===== src/hw/rtl/sipf_pkg.sv =====
`default_nettype none

package sipf_pkg;

	// input modes
	localparam logic [1:0] MODE_WRITE = 2'd0;
	localparam logic [1:0] MODE_PARAM = 2'd1;
	localparam logic [1:0] MODE_PING  = 2'd2;
	localparam logic [1:0] MODE_RSVD  = 2'd3;

	// packet bytes
	localparam logic [7:0]  HDR_A     = 8'hFF;
	localparam logic [7:0]  HDR_B     = 8'hFD;
	localparam logic [7:0]  HDR_RSV   = 8'h00;
	localparam logic [7:0]  LEN_HI    = 8'h00;
	localparam logic [7:0]  LEN_EXTRA = 8'h03;
	localparam logic [7:0]  OP_WRITE  = 8'h03;
	localparam logic [7:0]  OP_PING   = 8'h01;
	localparam logic [15:0] CRC_POLY  = 16'h8005;

	// byte positions inside a packet as walked by the back end
	localparam int STEP_W = 4;
	localparam logic [STEP_W-1:0] STEP_HDR0  = 4'd0;
	localparam logic [STEP_W-1:0] STEP_HDR1  = 4'd1;
	localparam logic [STEP_W-1:0] STEP_HDR2  = 4'd2;
	localparam logic [STEP_W-1:0] STEP_RSV   = 4'd3;
	localparam logic [STEP_W-1:0] STEP_ID    = 4'd4;
	localparam logic [STEP_W-1:0] STEP_LENL  = 4'd5;
	localparam logic [STEP_W-1:0] STEP_LENH  = 4'd6;
	localparam logic [STEP_W-1:0] STEP_OP    = 4'd7;
	localparam logic [STEP_W-1:0] STEP_CRC_L = 4'd8;
	localparam logic [STEP_W-1:0] STEP_CRC_H = 4'd9;

	// command queue geometry
	localparam int CMDQ_DEPTH = 4;
	localparam int CMDQ_AW    = $clog2(CMDQ_DEPTH);

	typedef struct packed {
		logic [1:0] mode;
		logic [7:0] param_count;
		logic [7:0] data_byte;
	} sipf_in_t;

	typedef struct packed {
		logic [7:0] out_byte;
		logic       packet_end;
	} sipf_out_t;

	typedef enum logic [1:0] {
		CMD_WRITE = 2'd0,
		CMD_PARAM = 2'd1,
		CMD_PING  = 2'd2
	} cmd_kind_t;

	// classified command handed from front to back
	typedef struct packed {
		cmd_kind_t  kind;
		logic [7:0] cnt;
		logic [7:0] data;
		logic       last;
	} cmd_t;

	// CRC-16, poly 0x8005, MSB first, one byte
	function automatic logic [15:0] crc_byte(input logic [15:0] crc, input logic [7:0] b);
		logic [15:0] c;
		c = crc ^ {b, 8'h00};
		for (int k = 0; k < 8; k++) begin
			if (c[15]) begin
				c = {c[14:0], 1'b0} ^ CRC_POLY;
			end else begin
				c = {c[14:0], 1'b0};
			end
		end
		return c;
	endfunction

endpackage

`default_nettype wire


===== src/hw/rtl/sipf_front.sv =====
`default_nettype none

module sipf_front #(
	parameter int MAX_PARAMS = 252
) (
	input  wire              clk,
	input  wire              arst_n,
	input  wire              in_valid,
	output logic             in_stall,
	input  sipf_pkg::sipf_in_t in_req,
	output logic             push,
	output sipf_pkg::cmd_t   push_cmd,
	input  wire              q_full
);

	localparam logic [7:0] MaxCnt = 8'(MAX_PARAMS);

	logic       open_q;
	logic [7:0] left_q;
	logic       open_d;
	logic [7:0] left_d;
	logic       take;
	logic [7:0] cnt_sat;

	assign in_stall = q_full;
	assign take     = in_valid && !q_full;
	assign cnt_sat  = (in_req.param_count > MaxCnt) ? MaxCnt : in_req.param_count;

	// classify the request and track the open packet
	always_comb begin
		push          = 1'b0;
		push_cmd.kind = sipf_pkg::CMD_WRITE;
		push_cmd.cnt  = cnt_sat;
		push_cmd.data = in_req.data_byte;
		push_cmd.last = (left_q == 8'd1);
		open_d        = open_q;
		left_d        = left_q;
		if (take) begin
			unique case (in_req.mode)
				sipf_pkg::MODE_WRITE: begin
					push          = 1'b1;
					push_cmd.kind = sipf_pkg::CMD_WRITE;
					open_d        = (cnt_sat != 8'd0);
					left_d        = cnt_sat;
				end
				sipf_pkg::MODE_PARAM: begin
					// stray bytes with no packet open are dropped
					if (open_q && left_q != 8'd0) begin
						push          = 1'b1;
						push_cmd.kind = sipf_pkg::CMD_PARAM;
						left_d        = left_q - 8'd1;
						open_d        = (left_q != 8'd1);
					end
				end
				sipf_pkg::MODE_PING: begin
					push          = 1'b1;
					push_cmd.kind = sipf_pkg::CMD_PING;
					open_d        = 1'b0;
					left_d        = 8'd0;
				end
				sipf_pkg::MODE_RSVD: begin
				end
			endcase
		end
	end

	always_ff @(posedge clk or negedge arst_n) begin
		if (!arst_n) begin
			open_q <= 1'b0;
			left_q <= 8'd0;
		end else begin
			open_q <= open_d;
			left_q <= left_d;
		end
	end

endmodule

`default_nettype wire


===== src/hw/rtl/sipf_cmdq.sv =====
`default_nettype none

module sipf_cmdq (
	input  wire             clk,
	input  wire             arst_n,
	input  wire             push,
	input  sipf_pkg::cmd_t  push_cmd,
	output logic            full,
	input  wire             pop,
	output logic            head_valid,
	output sipf_pkg::cmd_t  head_cmd
);

	localparam int AW = sipf_pkg::CMDQ_AW;
	localparam logic [AW:0] Depth = (AW + 1)'(sipf_pkg::CMDQ_DEPTH);

	sipf_pkg::cmd_t mem_q [sipf_pkg::CMDQ_DEPTH];
	logic [AW-1:0]  wptr_q;
	logic [AW-1:0]  rptr_q;
	logic [AW:0]    cnt_q;
	logic           do_pop;

	assign full       = (cnt_q == Depth);
	assign head_valid = (cnt_q != '0);
	assign head_cmd   = mem_q[rptr_q];
	assign do_pop     = pop && head_valid;

	// entry storage
	always_ff @(posedge clk) begin
		if (push && !full) begin
			mem_q[wptr_q] <= push_cmd;
		end
	end

	// pointers and fill count
	always_ff @(posedge clk or negedge arst_n) begin
		if (!arst_n) begin
			wptr_q <= '0;
			rptr_q <= '0;
			cnt_q  <= '0;
		end else begin
			if (push && !full) begin
				wptr_q <= wptr_q + 1'b1;
			end
			if (do_pop) begin
				rptr_q <= rptr_q + 1'b1;
			end
			unique case ({push && !full, do_pop})
				2'b10:   cnt_q <= cnt_q + 1'b1;
				2'b01:   cnt_q <= cnt_q - 1'b1;
				default: cnt_q <= cnt_q;
			endcase
		end
	end

endmodule

`default_nettype wire


===== src/hw/rtl/sipf_back.sv =====
`default_nettype none

module sipf_back (
	input  wire               clk,
	input  wire               arst_n,
	input  wire  [7:0]        servo_id,
	input  wire               cmd_valid,
	input  sipf_pkg::cmd_t    cmd,
	output logic              pop,
	output logic              out_valid,
	input  wire               out_stall,
	output sipf_pkg::sipf_out_t out_req
);

	localparam int SW = sipf_pkg::STEP_W;

	logic [SW-1:0]       step_q;
	logic [SW-1:0]       step_d;
	logic [15:0]         crc_q;
	logic                out_valid_q;
	sipf_pkg::sipf_out_t out_req_q;
	logic                advance;
	logic                is_hdr;
	logic                last_step;
	logic [7:0]          byte_d;
	logic [15:0]         crc_base;

	assign is_hdr  = (cmd.kind != sipf_pkg::CMD_PARAM);
	assign advance = cmd_valid && (!out_valid_q || !out_stall);

	// byte for the current position
	always_comb begin
		unique case (step_q)
			sipf_pkg::STEP_HDR0:  byte_d = is_hdr ? sipf_pkg::HDR_A : cmd.data;
			sipf_pkg::STEP_HDR1:  byte_d = sipf_pkg::HDR_A;
			sipf_pkg::STEP_HDR2:  byte_d = sipf_pkg::HDR_B;
			sipf_pkg::STEP_RSV:   byte_d = sipf_pkg::HDR_RSV;
			sipf_pkg::STEP_ID:    byte_d = servo_id;
			sipf_pkg::STEP_LENL:  byte_d = (cmd.kind == sipf_pkg::CMD_WRITE) ?
				8'(cmd.cnt + sipf_pkg::LEN_EXTRA) : sipf_pkg::LEN_EXTRA;
			sipf_pkg::STEP_LENH:  byte_d = sipf_pkg::LEN_HI;
			sipf_pkg::STEP_OP:    byte_d = (cmd.kind == sipf_pkg::CMD_WRITE) ?
				sipf_pkg::OP_WRITE : sipf_pkg::OP_PING;
			sipf_pkg::STEP_CRC_L: byte_d = crc_q[7:0];
			sipf_pkg::STEP_CRC_H: byte_d = crc_q[15:8];
			default:              byte_d = 8'h00;
		endcase
	end

	// sequencing through the command's bytes
	always_comb begin
		last_step = 1'b0;
		step_d    = step_q + 1'b1;
		priority if (step_q == sipf_pkg::STEP_CRC_H) begin
			last_step = 1'b1;
		end else if (!is_hdr && step_q == sipf_pkg::STEP_HDR0) begin
			last_step = !cmd.last;
			step_d    = sipf_pkg::STEP_CRC_L;
		end else if (cmd.kind == sipf_pkg::CMD_WRITE && step_q == sipf_pkg::STEP_OP) begin
			last_step = (cmd.cnt != 8'd0);
		end else begin
			last_step = 1'b0;
		end
		if (last_step) begin
			step_d = sipf_pkg::STEP_HDR0;
		end
	end

	assign pop      = advance && last_step;
	// a header restarts the checksum
	assign crc_base = (is_hdr && step_q == sipf_pkg::STEP_HDR0) ? 16'h0000 : crc_q;

	always_ff @(posedge clk or negedge arst_n) begin
		if (!arst_n) begin
			step_q      <= sipf_pkg::STEP_HDR0;
			crc_q       <= 16'h0000;
			out_valid_q <= 1'b0;
		end else begin
			if (advance) begin
				step_q      <= step_d;
				out_valid_q <= 1'b1;
				if (step_q < sipf_pkg::STEP_CRC_L) begin
					crc_q <= sipf_pkg::crc_byte(crc_base, byte_d);
				end
			end else if (!out_stall) begin
				out_valid_q <= 1'b0;
			end
		end
	end

	// output register payload
	always_ff @(posedge clk) begin
		if (advance) begin
			out_req_q.out_byte   <= byte_d;
			out_req_q.packet_end <= (step_q == sipf_pkg::STEP_CRC_H);
		end
	end

	assign out_valid = out_valid_q;
	assign out_req   = out_req_q;

	// position never runs past the CRC high byte
	a_step_range: assert property (@(posedge clk) disable iff (!arst_n)
		step_q <= sipf_pkg::STEP_CRC_H)
		else $error("back end step out of range");

	// a command in progress stays at the queue head
	a_cmd_held: assert property (@(posedge clk) disable iff (!arst_n)
		step_q != sipf_pkg::STEP_HDR0 |-> cmd_valid)
		else $error("command left queue mid packet");

	// parameter commands never walk header positions
	a_param_no_hdr: assert property (@(posedge clk) disable iff (!arst_n)
		(cmd_valid && cmd.kind == sipf_pkg::CMD_PARAM) |->
		(step_q == sipf_pkg::STEP_HDR0 || step_q == sipf_pkg::STEP_CRC_L ||
		 step_q == sipf_pkg::STEP_CRC_H))
		else $error("parameter command at header position");

	// the end flag goes out only with a checksum high byte
	a_end_crc: assert property (@(posedge clk) disable iff (!arst_n)
		(advance && step_q == sipf_pkg::STEP_CRC_H) |=> out_req_q.packet_end)
		else $error("packet end flag missing");

endmodule

`default_nettype wire


===== src/hw/rtl/servo_instruction_packet_framer.sv =====
`default_nettype none

// Servo instruction packet framer: turns requests into the byte stream of
// protocol 2.0 instruction packets with a CRC-16 (poly 0x8005) trailer.
// Input channel (in_valid / in_stall / in_req): a begin-write request emits
// the 8-byte header, each parameter request emits its byte, and the last
// parameter adds CRC low and high bytes; a ping request emits a full
// 10-byte ping. Stray parameter requests and mode three produce nothing.
// Output channel (out_valid / out_stall / out_req): one wire byte per
// transfer, packet_end set on the CRC high byte.
// cfg_we / cfg_wdata write the servo id used in every header.
// Accepted requests go through the queue, then the back end's output register.
// The back end sends one byte per cycle from its output register while
// out_stall is low; a parameter request yields one byte (three for the last),
// a begin write 8 bytes (10 with zero count) and a ping 10 bytes.
// A four-entry command queue sits between classification and byte
// generation; the input stalls only when that queue is full.
// Reset: servo id 1, no packet open, queue and output register empty.
// While out_stall is high the held byte stays put and the back end pauses;
// the front keeps taking requests until the queue fills.
module servo_instruction_packet_framer #(
	parameter int MAX_PARAMS = 252
) (
	input  wire                 clk,
	input  wire                 arst_n,
	input  wire                 in_valid,
	output logic                in_stall,
	input  sipf_pkg::sipf_in_t  in_req,
	output logic                out_valid,
	input  wire                 out_stall,
	output sipf_pkg::sipf_out_t out_req,
	input  wire                 cfg_we,
	input  wire  [7:0]          cfg_wdata
);

	logic [7:0]     servo_id_q;
	logic           push;
	sipf_pkg::cmd_t push_cmd;
	logic           q_full;
	logic           pop;
	logic           head_valid;
	sipf_pkg::cmd_t head_cmd;

	// servo id register
	always_ff @(posedge clk or negedge arst_n) begin
		if (!arst_n) begin
			servo_id_q <= 8'd1;
		end else if (cfg_we) begin
			servo_id_q <= cfg_wdata;
		end
	end

	sipf_front #(
		.MAX_PARAMS(MAX_PARAMS)
	) u_front (
		.clk      (clk),
		.arst_n   (arst_n),
		.in_valid (in_valid),
		.in_stall (in_stall),
		.in_req   (in_req),
		.push     (push),
		.push_cmd (push_cmd),
		.q_full   (q_full)
	);

	sipf_cmdq u_cmdq (
		.clk        (clk),
		.arst_n     (arst_n),
		.push       (push),
		.push_cmd   (push_cmd),
		.full       (q_full),
		.pop        (pop),
		.head_valid (head_valid),
		.head_cmd   (head_cmd)
	);

	sipf_back u_back (
		.clk       (clk),
		.arst_n    (arst_n),
		.servo_id  (servo_id_q),
		.cmd_valid (head_valid),
		.cmd       (head_cmd),
		.pop       (pop),
		.out_valid (out_valid),
		.out_stall (out_stall),
		.out_req   (out_req)
	);

	// config is only written while idle: no request in the queue or output
	a_cfg_idle: assert property (@(posedge clk) disable iff (!arst_n)
		cfg_we |-> (!head_valid && !out_valid))
		else $error("servo id written while requests in flight");

endmodule

`default_nettype wire


===== config.mk =====
export PLATFORM = sky130hd
export DESIGN_NAME = servo_instruction_packet_framer
export DESIGN_NICKNAME = d
export VERILOG_FILES = /design/src/hw/rtl/sipf_pkg.sv /design/src/hw/rtl/sipf_front.sv /design/src/hw/rtl/sipf_cmdq.sv /design/src/hw/rtl/sipf_back.sv /design/src/hw/rtl/servo_instruction_packet_framer.sv
export SDC_FILE = /design/constraint.sdc
export NUM_CORES = 1
export LEC_CHECK = 0
export BUFFER_PORTS_ARGS = -buffer_cell sky130_fd_sc_hd__buf_2
export CORE_MARGIN = 2
export CORE_UTILIZATION = 45
export CTS_CLUSTER_SIZE = 20
export DETAILED_ROUTE_END_ITERATION = 8
export REMOVE_ABC_BUFFERS = 1
export SYNTH_ARGS = -nofsm -noshare
export SYNTH_HDL_FRONTEND = slang
export SYNTH_SLANG_ARGS = --single-unit

===== constraint.sdc =====
create_clock -name clk -period 8.7 [get_ports clk]
set_clock_uncertainty 0.05 [all_clocks]
set_input_delay 0.87 -clock clk [delete_from_list [all_inputs] [get_ports clk]]
set_output_delay 0.87 -clock clk [all_outputs]
set_load 0.005 [all_outputs]

* Yosys cells after proc, flatten, opt, wreduce, memory -nomap -nowiden
Memory sizes are Yosys's and may differ from the RTL's. Index checks and enable logic that the tools add are counted.
Storage, ports and cells: register bits after elaboration 54, memory bits (writable) 76, bits of input ports 31, output and inout bits 11, logic and storage cells 123, memories 1
Operators by class: add/subtract/negate cells 7, magnitude comparators 2, eq/ne operators 17, muxes and demuxes 49, bitwise gates (word level) 9, reduce and logical (&&, ||, !) cells 27
Memory list:
- u_cmdq.mem_q | depth 4, width 19, rd ports 1, clocked after Yosys merged registers in 0, wr ports 1, line sipf_cmdq.sv:17 | sipf_pkg::cmd_t mem_q [sipf_pkg::CMDQ_DEPTH];
Operators with widths (number):
- $mux W16 | 23
- $pmux W8 S8 | 1
- $mux W8 | 4
- $not A3 Y3 | 8
- $pmux W8 S3 | 1
- $reduce_bool A8 Y1 | 3
- $xor A16 B16 Y16 | 1
- $eq A4 B3 Y1 const B | 3
- $mux W4 | 3
- $mux W1 | 11
- $logic_and A1 B1 Y1 | 9
- $add A8 B2 Y8 const B | 1
- $eq A4 B4 Y1 const B | 2
- $eq A8 B1 Y1 const B | 1
- $gt A8 B8 Y1 const B | 1
- $ne A8 B1 Y1 const B | 1
- $sub A8 B1 Y8 const B | 1
- $ne A2 B1 Y1 const B | 3
- $pmux W3 S2 | 1
- $reduce_bool A3 Y1 | 2
- $logic_not A1 Y1 | 5
- $add A2 B1 Y2 const B | 2
- $add A4 B1 Y4 const B | 1
- $eq A2 B1 Y1 const B | 2
- 18 further kinds | 21

* Logic depth before layout (Yosys ltp)
An unclocked memory read counts as a cell.
depth in word-level cells 35, depth in mapped cells 15, mapped depth without buffers 15

* Modules after synthesis
A second synthesis with hierarchy kept.
Unflattened totals: cells, all modules 495, area, all modules 6637.6 µm²
By module, submodules not included:
- sipf_cmdq | instances 1, cells an instance 136, area each 3188.1 µm², seq. area each 2457.4 µm²
- sipf_back | instances 1, cells an instance 235, area each 2178.3 µm², seq. area each 795.8 µm²
- sipf_front | instances 1, cells an instance 107, area each 938.4 µm², seq. area each 225.2 µm²
- servo_instruction_packet_framer | instances 1, cells an instance 17, area each 332.8 µm², seq. area each 201.4 µm²

* Worst setup path after synthesis
No wires, ideal clock.
path kind register to register, from register u_back.step_q[0], to register u_cmdq.cnt_q[2], library setup time 0.079 ns, arrival 2.980 ns, data required time 8.571 ns, path slack 5.591 ns, cell stages (with the launch flop) 16, buffers on the path 0, period minus slack after synthesis 3.109 ns, cell sequence dfrtp_1 inv_1 ha_1 nor2b_1 nor2b_1 nand3b_1 nor2_1 a211o_1 inv_1 nor2_1 ha_1 inv_1 fa_1 xor2_1 nor2_1 xor2_1
On the way: longest elaborated chain between the ends 9, elaborated cells on any way between the ends 14, classes of those cells 4 x eq/ne; 4 x mux; 6 x reduce/logical
Ends and longest elaborated chain:
- start, declared | line sipf_back.sv:17 | logic [SW-1:0] step_q;
- start signal, assigned | line sipf_back.sv:75 | step_q <= sipf_pkg::STEP_HDR0;
- start signal, assigned | line sipf_back.sv:80 | step_q <= step_d;
- $eq A4 B3 Y1 | line sipf_back.sv:59 | end else if (cmd.kind == sipf_pkg::CMD_WRITE && step_q == sipf_pkg::STEP_OP) begin
- $logic_and A1 B1 Y1 | line sipf_back.sv:59
- $mux W1 | line sipf_back.sv:59
- $mux W1 | line sipf_back.sv:56 | end else if (!is_hdr && step_q == sipf_pkg::STEP_HDR0) begin
- $mux W1 * | line sipf_back.sv:54 | priority if (step_q == sipf_pkg::STEP_CRC_H) begin
- $logic_and A1 B1 Y1 * | line sipf_back.sv:69 | assign pop = advance && last_step;
- $logic_and A1 B1 Y1 * | line sipf_cmdq.sv:26 | assign do_pop = pop && head_valid;
- via u_cmdq.do_pop | line sipf_cmdq.sv:21 | logic do_pop;
- $eq A2 B1 Y1 / $eq A2 B2 Y1 (equally long branches) | line sipf_cmdq.sv:48 | unique case ({push && !full, do_pop})
- $pmux W3 S2 / $reduce_bool A2 Y1 (equally long branches)
- end signal, assigned | line sipf_cmdq.sv:49 | 2'b10: cnt_q <= cnt_q + 1'b1;
- end signal, assigned | line sipf_cmdq.sv:50 | 2'b01: cnt_q <= cnt_q - 1'b1;
- end signal, assigned | line sipf_cmdq.sv:51 | default: cnt_q <= cnt_q;
- end, declared | line sipf_cmdq.sv:20 | logic [AW:0] cnt_q;
The timed path passes the listed nets; every way through them passes the cells marked *. A chain may end at the register's enable or synchronous reset.

* Final worst setup path
from register u_back.step_q[0], to register u_back.crc_q[15]
On the way: elaborated cells on any way between the ends 44, classes of those cells 1 x order compare; 7 x eq/ne; 24 x mux; 9 x bitwise; 3 x reduce/logical
RTL lines:
- $eq A4 B4 Y1 (tied with other cells) | line sipf_back.sv:33 | unique case (step_q)
- $pmux W8 S8 * | line sipf_back.sv:33
- via u_back.byte_d[4] | line sipf_back.sv:25 | logic [7:0] byte_d;
- $xor A16 B16 Y16 * | line sipf_pkg.sv:66 | c = crc ^ {b, 8'h00};
- $mux W16 * | line sipf_pkg.sv:68 | if (c[15]) begin
- $mux W16 * | line sipf_back.sv:82 | if (step_q < sipf_pkg::STEP_CRC_L) begin
- $mux W16 * | line sipf_back.sv:79 | if (advance) begin
- $mux W16 * | line sipf_pkg.sv:68
- [11 not listed]
- $mux W16 * | line sipf_back.sv:79
- $mux W16 * | line sipf_pkg.sv:68
- $mux W16 * | line sipf_back.sv:82
- $mux W16 * | line sipf_back.sv:79
- $mux W16 * | line sipf_pkg.sv:68
- $mux W16 * | line sipf_back.sv:82
- $mux W16 * | line sipf_back.sv:79
- $mux W16 * | line sipf_pkg.sv:68
- end signal, assigned | line sipf_back.sv:83 | crc_q <= sipf_pkg::crc_byte(crc_base, byte_d);
- end, declared | line sipf_back.sv:19 | logic [15:0] crc_q;
The timed path passes the listed nets; every way through them passes the cells marked *. The select of a mux whose other input is x is not followed.

==> flow_summary.json <==
{
  "numCtsBuffers": 17,
  "cts_hold_buf": 0,
  "yosysUniqueCellTypes": 60,
  "synth_top_family_by_area": "simple AND/OR/NAND/NOR gates",
  "core-area_mm2": 0.0138,
  "die_area_mm2": 0.0151,
  "ys_seq_area_share_pct": 58.0,
  "wl_mm": 12.9,
  "nNetsFinal": 581,
  "max_freq_mhz": 238,
  "synth_top_flop_cell": "edfxtp_1",
  "ys_seq_elements": 130,
  "p_leak_nw": 2.88,
  "cp-end-kind": "flip-flop",
  "root_buffer": "clkbuf_16",
  "num_io_pins": 42,
  "yosysWarnings": 0,
  "synth-compound-area-share_pct": 8.95,
  "drtIter0Drc": 215,
  "grt_remaining_overflow": 0,
  "relSlewSlack_pct": 32.7,
  "setup_tns_ns": 0,
  "synth-simple-area-share_pct": 10.8,
  "post_cts_resized": 0,
  "critPathRequiredTime_ns": 8.98,
  "synthCells": 493,
  "dieWidth_um": 123,
  "dr.pass1.iters": 4,
  "grt_max_degree": 46,
  "timing.final.crit_share_pct": 48.3,
  "grt_pass1_vias": 4071,
  "drive_gt1_share_pct": 21.5,
  "final.setup.worst_slack_ns": 4.49,
  "synth.area.mux_share_pct": 8.45,
  "post_cts_buffers": 0,
  "outcome": "finished, final reports clean",
  "clock_latency_ns": 0.42,
  "finalSetupViolCount": 0,
  "synth_edf_count": 85,
  "antenna_cells": 0,
  "initial_utilization_pct": 45.9,
  "crit_arrival_ns": 4.49,
  "area_growth_pct": 15.1,
  "h-tree-depth": 4,
  "synthXorXnorAreaFrac_pct": 7.00,
  "dp_hpwl_mm": 9.15,
  "die_h_um": 123,
  "finalCriticalPeriod_ns": 4.21,
  "ir_drop_mv": 0.260,
  "antenna_left": 0,
  "antenna_found_initial": 0,
  "hold_viol": 0,
  "synth-async-reset-ratio_pct": 34.6,
  "n_fill_cell": 1190,
  "synthAdderAreaFrac_pct": 3.67,
  "vias": 3882,
  "cts_tree": "built",
  "finalMaxSlewViolations": 0,
  "critical_path_class": "reg -> reg",
  "clock_path_buffers": 2,
  "drc": 0,
  "tightest_slew_ns": 1.01,
  "grt_use_total_pct": 19.3,
  "wire_per_inst_um": 17.8,
  "vias_per_cell": 5.35,
  "netlist_area_mm2": 0.00635,
  "max_cap_violations": 0,
  "critPathMaxFanout": 21,
  "clock_sinks": 130,
  "clk_pin_slew_ns": 0.06,
  "synth.avg_cell_area_um2": 12.9,
  "rows": 43,
  "p_per_area_mw_per_mm2": 439,
  "grt_pass1_wl_mm": 21.3,
  "r2r_slack_ns": 4.49,
  "worstHoldPathType": "reg -> reg",
  "port_buffers": 41,
  "dp_slack_ns": 4.59,
  "grt_setup_unrepaired": "false",
  "globalplace.congestion": 0.847,
  "startpoint_type": "flip-flop"
}
## final cells by class
class / instances / area [um^2] / area share [%]
Tap cell: 180 / 225 / 3.08
Clock buffer: 19 / 433 / 5.93
Inverter: 26 / 97.6 / 1.34
Clock inverter: 13 / 184 / 2.52
Multi-Input combinational cell: 314 / 2470 / 33.8
Timing Repair Buffer: 43 / 220 / 3.01
Sequential cell: 130 / 3680 / 50.4
## state kept, by name, summed over array words and instances, names as in the netlist
signal,count
u_front.open_q,1
u_cmdq.rptr_q,2
u_cmdq.wptr_q,2
u_back.out_valid,1
u_back.crc_q,16
u_cmdq.mem_q,76
servo_id_q,8
u_cmdq.cnt_q,3
u_back.step_q,4
u_front.left_q,8
u_back.out_req,9
## layout by cell type (no fill, tap or decap), types with 3 or more instances in the layout
master	Yosys	routed
and2_1	8	8
mux4_2	18	18
nor2_1	19	19
a22oi_1	8	8
xnor3_1	4	4
and3_1	4	4
edfxtp_1	85	85
mux2_2	8	8
o21ai_0	27	27
xnor2_1	14	14
o21ai_1	5	5
nand2b_1	3	3
a21oi_1	23	23
nor2b_1	4	4
xor2_1	19	19
bufinv_16	0	4
a211oi_1	3	3
ha_1	17	17
xnor2_2	3	3
buf_2	4	41
nand3_1	14	14
inv_1	25	25
nor3_1	13	13
nand2_1	55	55
o21ai_2	3	3
or3_1	3	3
clkbuf_16	0	17
nor4_1	4	4
dfrtp_1	44	44
## Yosys cell counts, drive strengths merged, types with 16 or more instances
master	count	area share, %
a21oi	23	1.8
xnor2	17	2.7
ha	17	3.3
inv	25	1.5
nand2	55	3.3
o21ai	35	2.9
xor2	20	2.9
mux4	19	6.8
nand3	16	1.4
dfrtp	44	17
nor2	20	1.2
edfxtp	85	40
## layer usage
layer  track usage, %  vias to the layer above  share of wire, %
li1                 -                     1877                 -
met1             22.8                     1905                43
met2             33.1                       82                51
met3             5.11                       18               3.7
met4             8.41                        0               2.3
met5                0                        -                 0
## path summary, 6_finish.rpt
check / from / to / cells after the start
worst min-delay path: u_back.out_valid / u_back.out_valid / 2
worst min register to register: u_back.out_valid / u_back.out_valid / 2
min in group asynchronous: arst_n / servo_id_q[7] / 2
max in group asynchronous: arst_n / u_front.left_q[4] / 2
worst max-delay path: u_back.step_q[0] / u_back.crc_q[15] / 11
worst max register to register: u_back.step_q[0] / u_back.crc_q[15] / 11
## kinds of logic (layout without fill, tap and decap cells)
| logic type | after synthesis | count (layout) |
|---|---|---|
| DFF | 130 | 130 |
| xor gates and xnor gates | 41 | 41 |
| and+or+nand+nor | 140 | 140 |
| AOI/OAI and AO/OA | 87 | 87 |
| adders and majority gates | 18 | 18 |
| buffers and inverters | 49 | 101 |
| muxes | 28 | 28 |
## stage by stage
step / power, mW / hold slack [ns] / instances / util, % / cell area, um^2
final: 3.21 / 0.442 / 725 / 52.8 / 7310
after global routing: 3.45 / 0.491 / 725 / 52.8 / 7310
after CTS: 3.24 / 0.448 / 725 / 52.8 / 7310
after detailed placement: 2.50 / 0.429 / 693 / 48.4 / 6690
after global placement: 2.46 / 0.421 / 693 / 48.4 / 6690
after floorplan: 2.16 / 0.414 / 470 / - / 6240
## where the power goes
group	switching [mW]	internal [mW]	total, mW	leakage [nW]
clock network	0.257	0.479	0.737	0.295
registers	0.133	0.825	0.958	1.33
logic	0.740	0.775	1.51	1.26
## critical path: stages, from the launching register on
cell and delay (ns):
dfrtp_1 0.44, inv_1 0.11, ha_1 0.42, nor2b_1 0.48, nor2b_1 0.50, nand2_1 0.55
o211ai_1 0.39, nand2_1 0.10, mux2_4 0.30, xor2_2 0.23, xnor3_1 0.43, o21ai_1 0.13
Power figures use the tool's default switching activity.
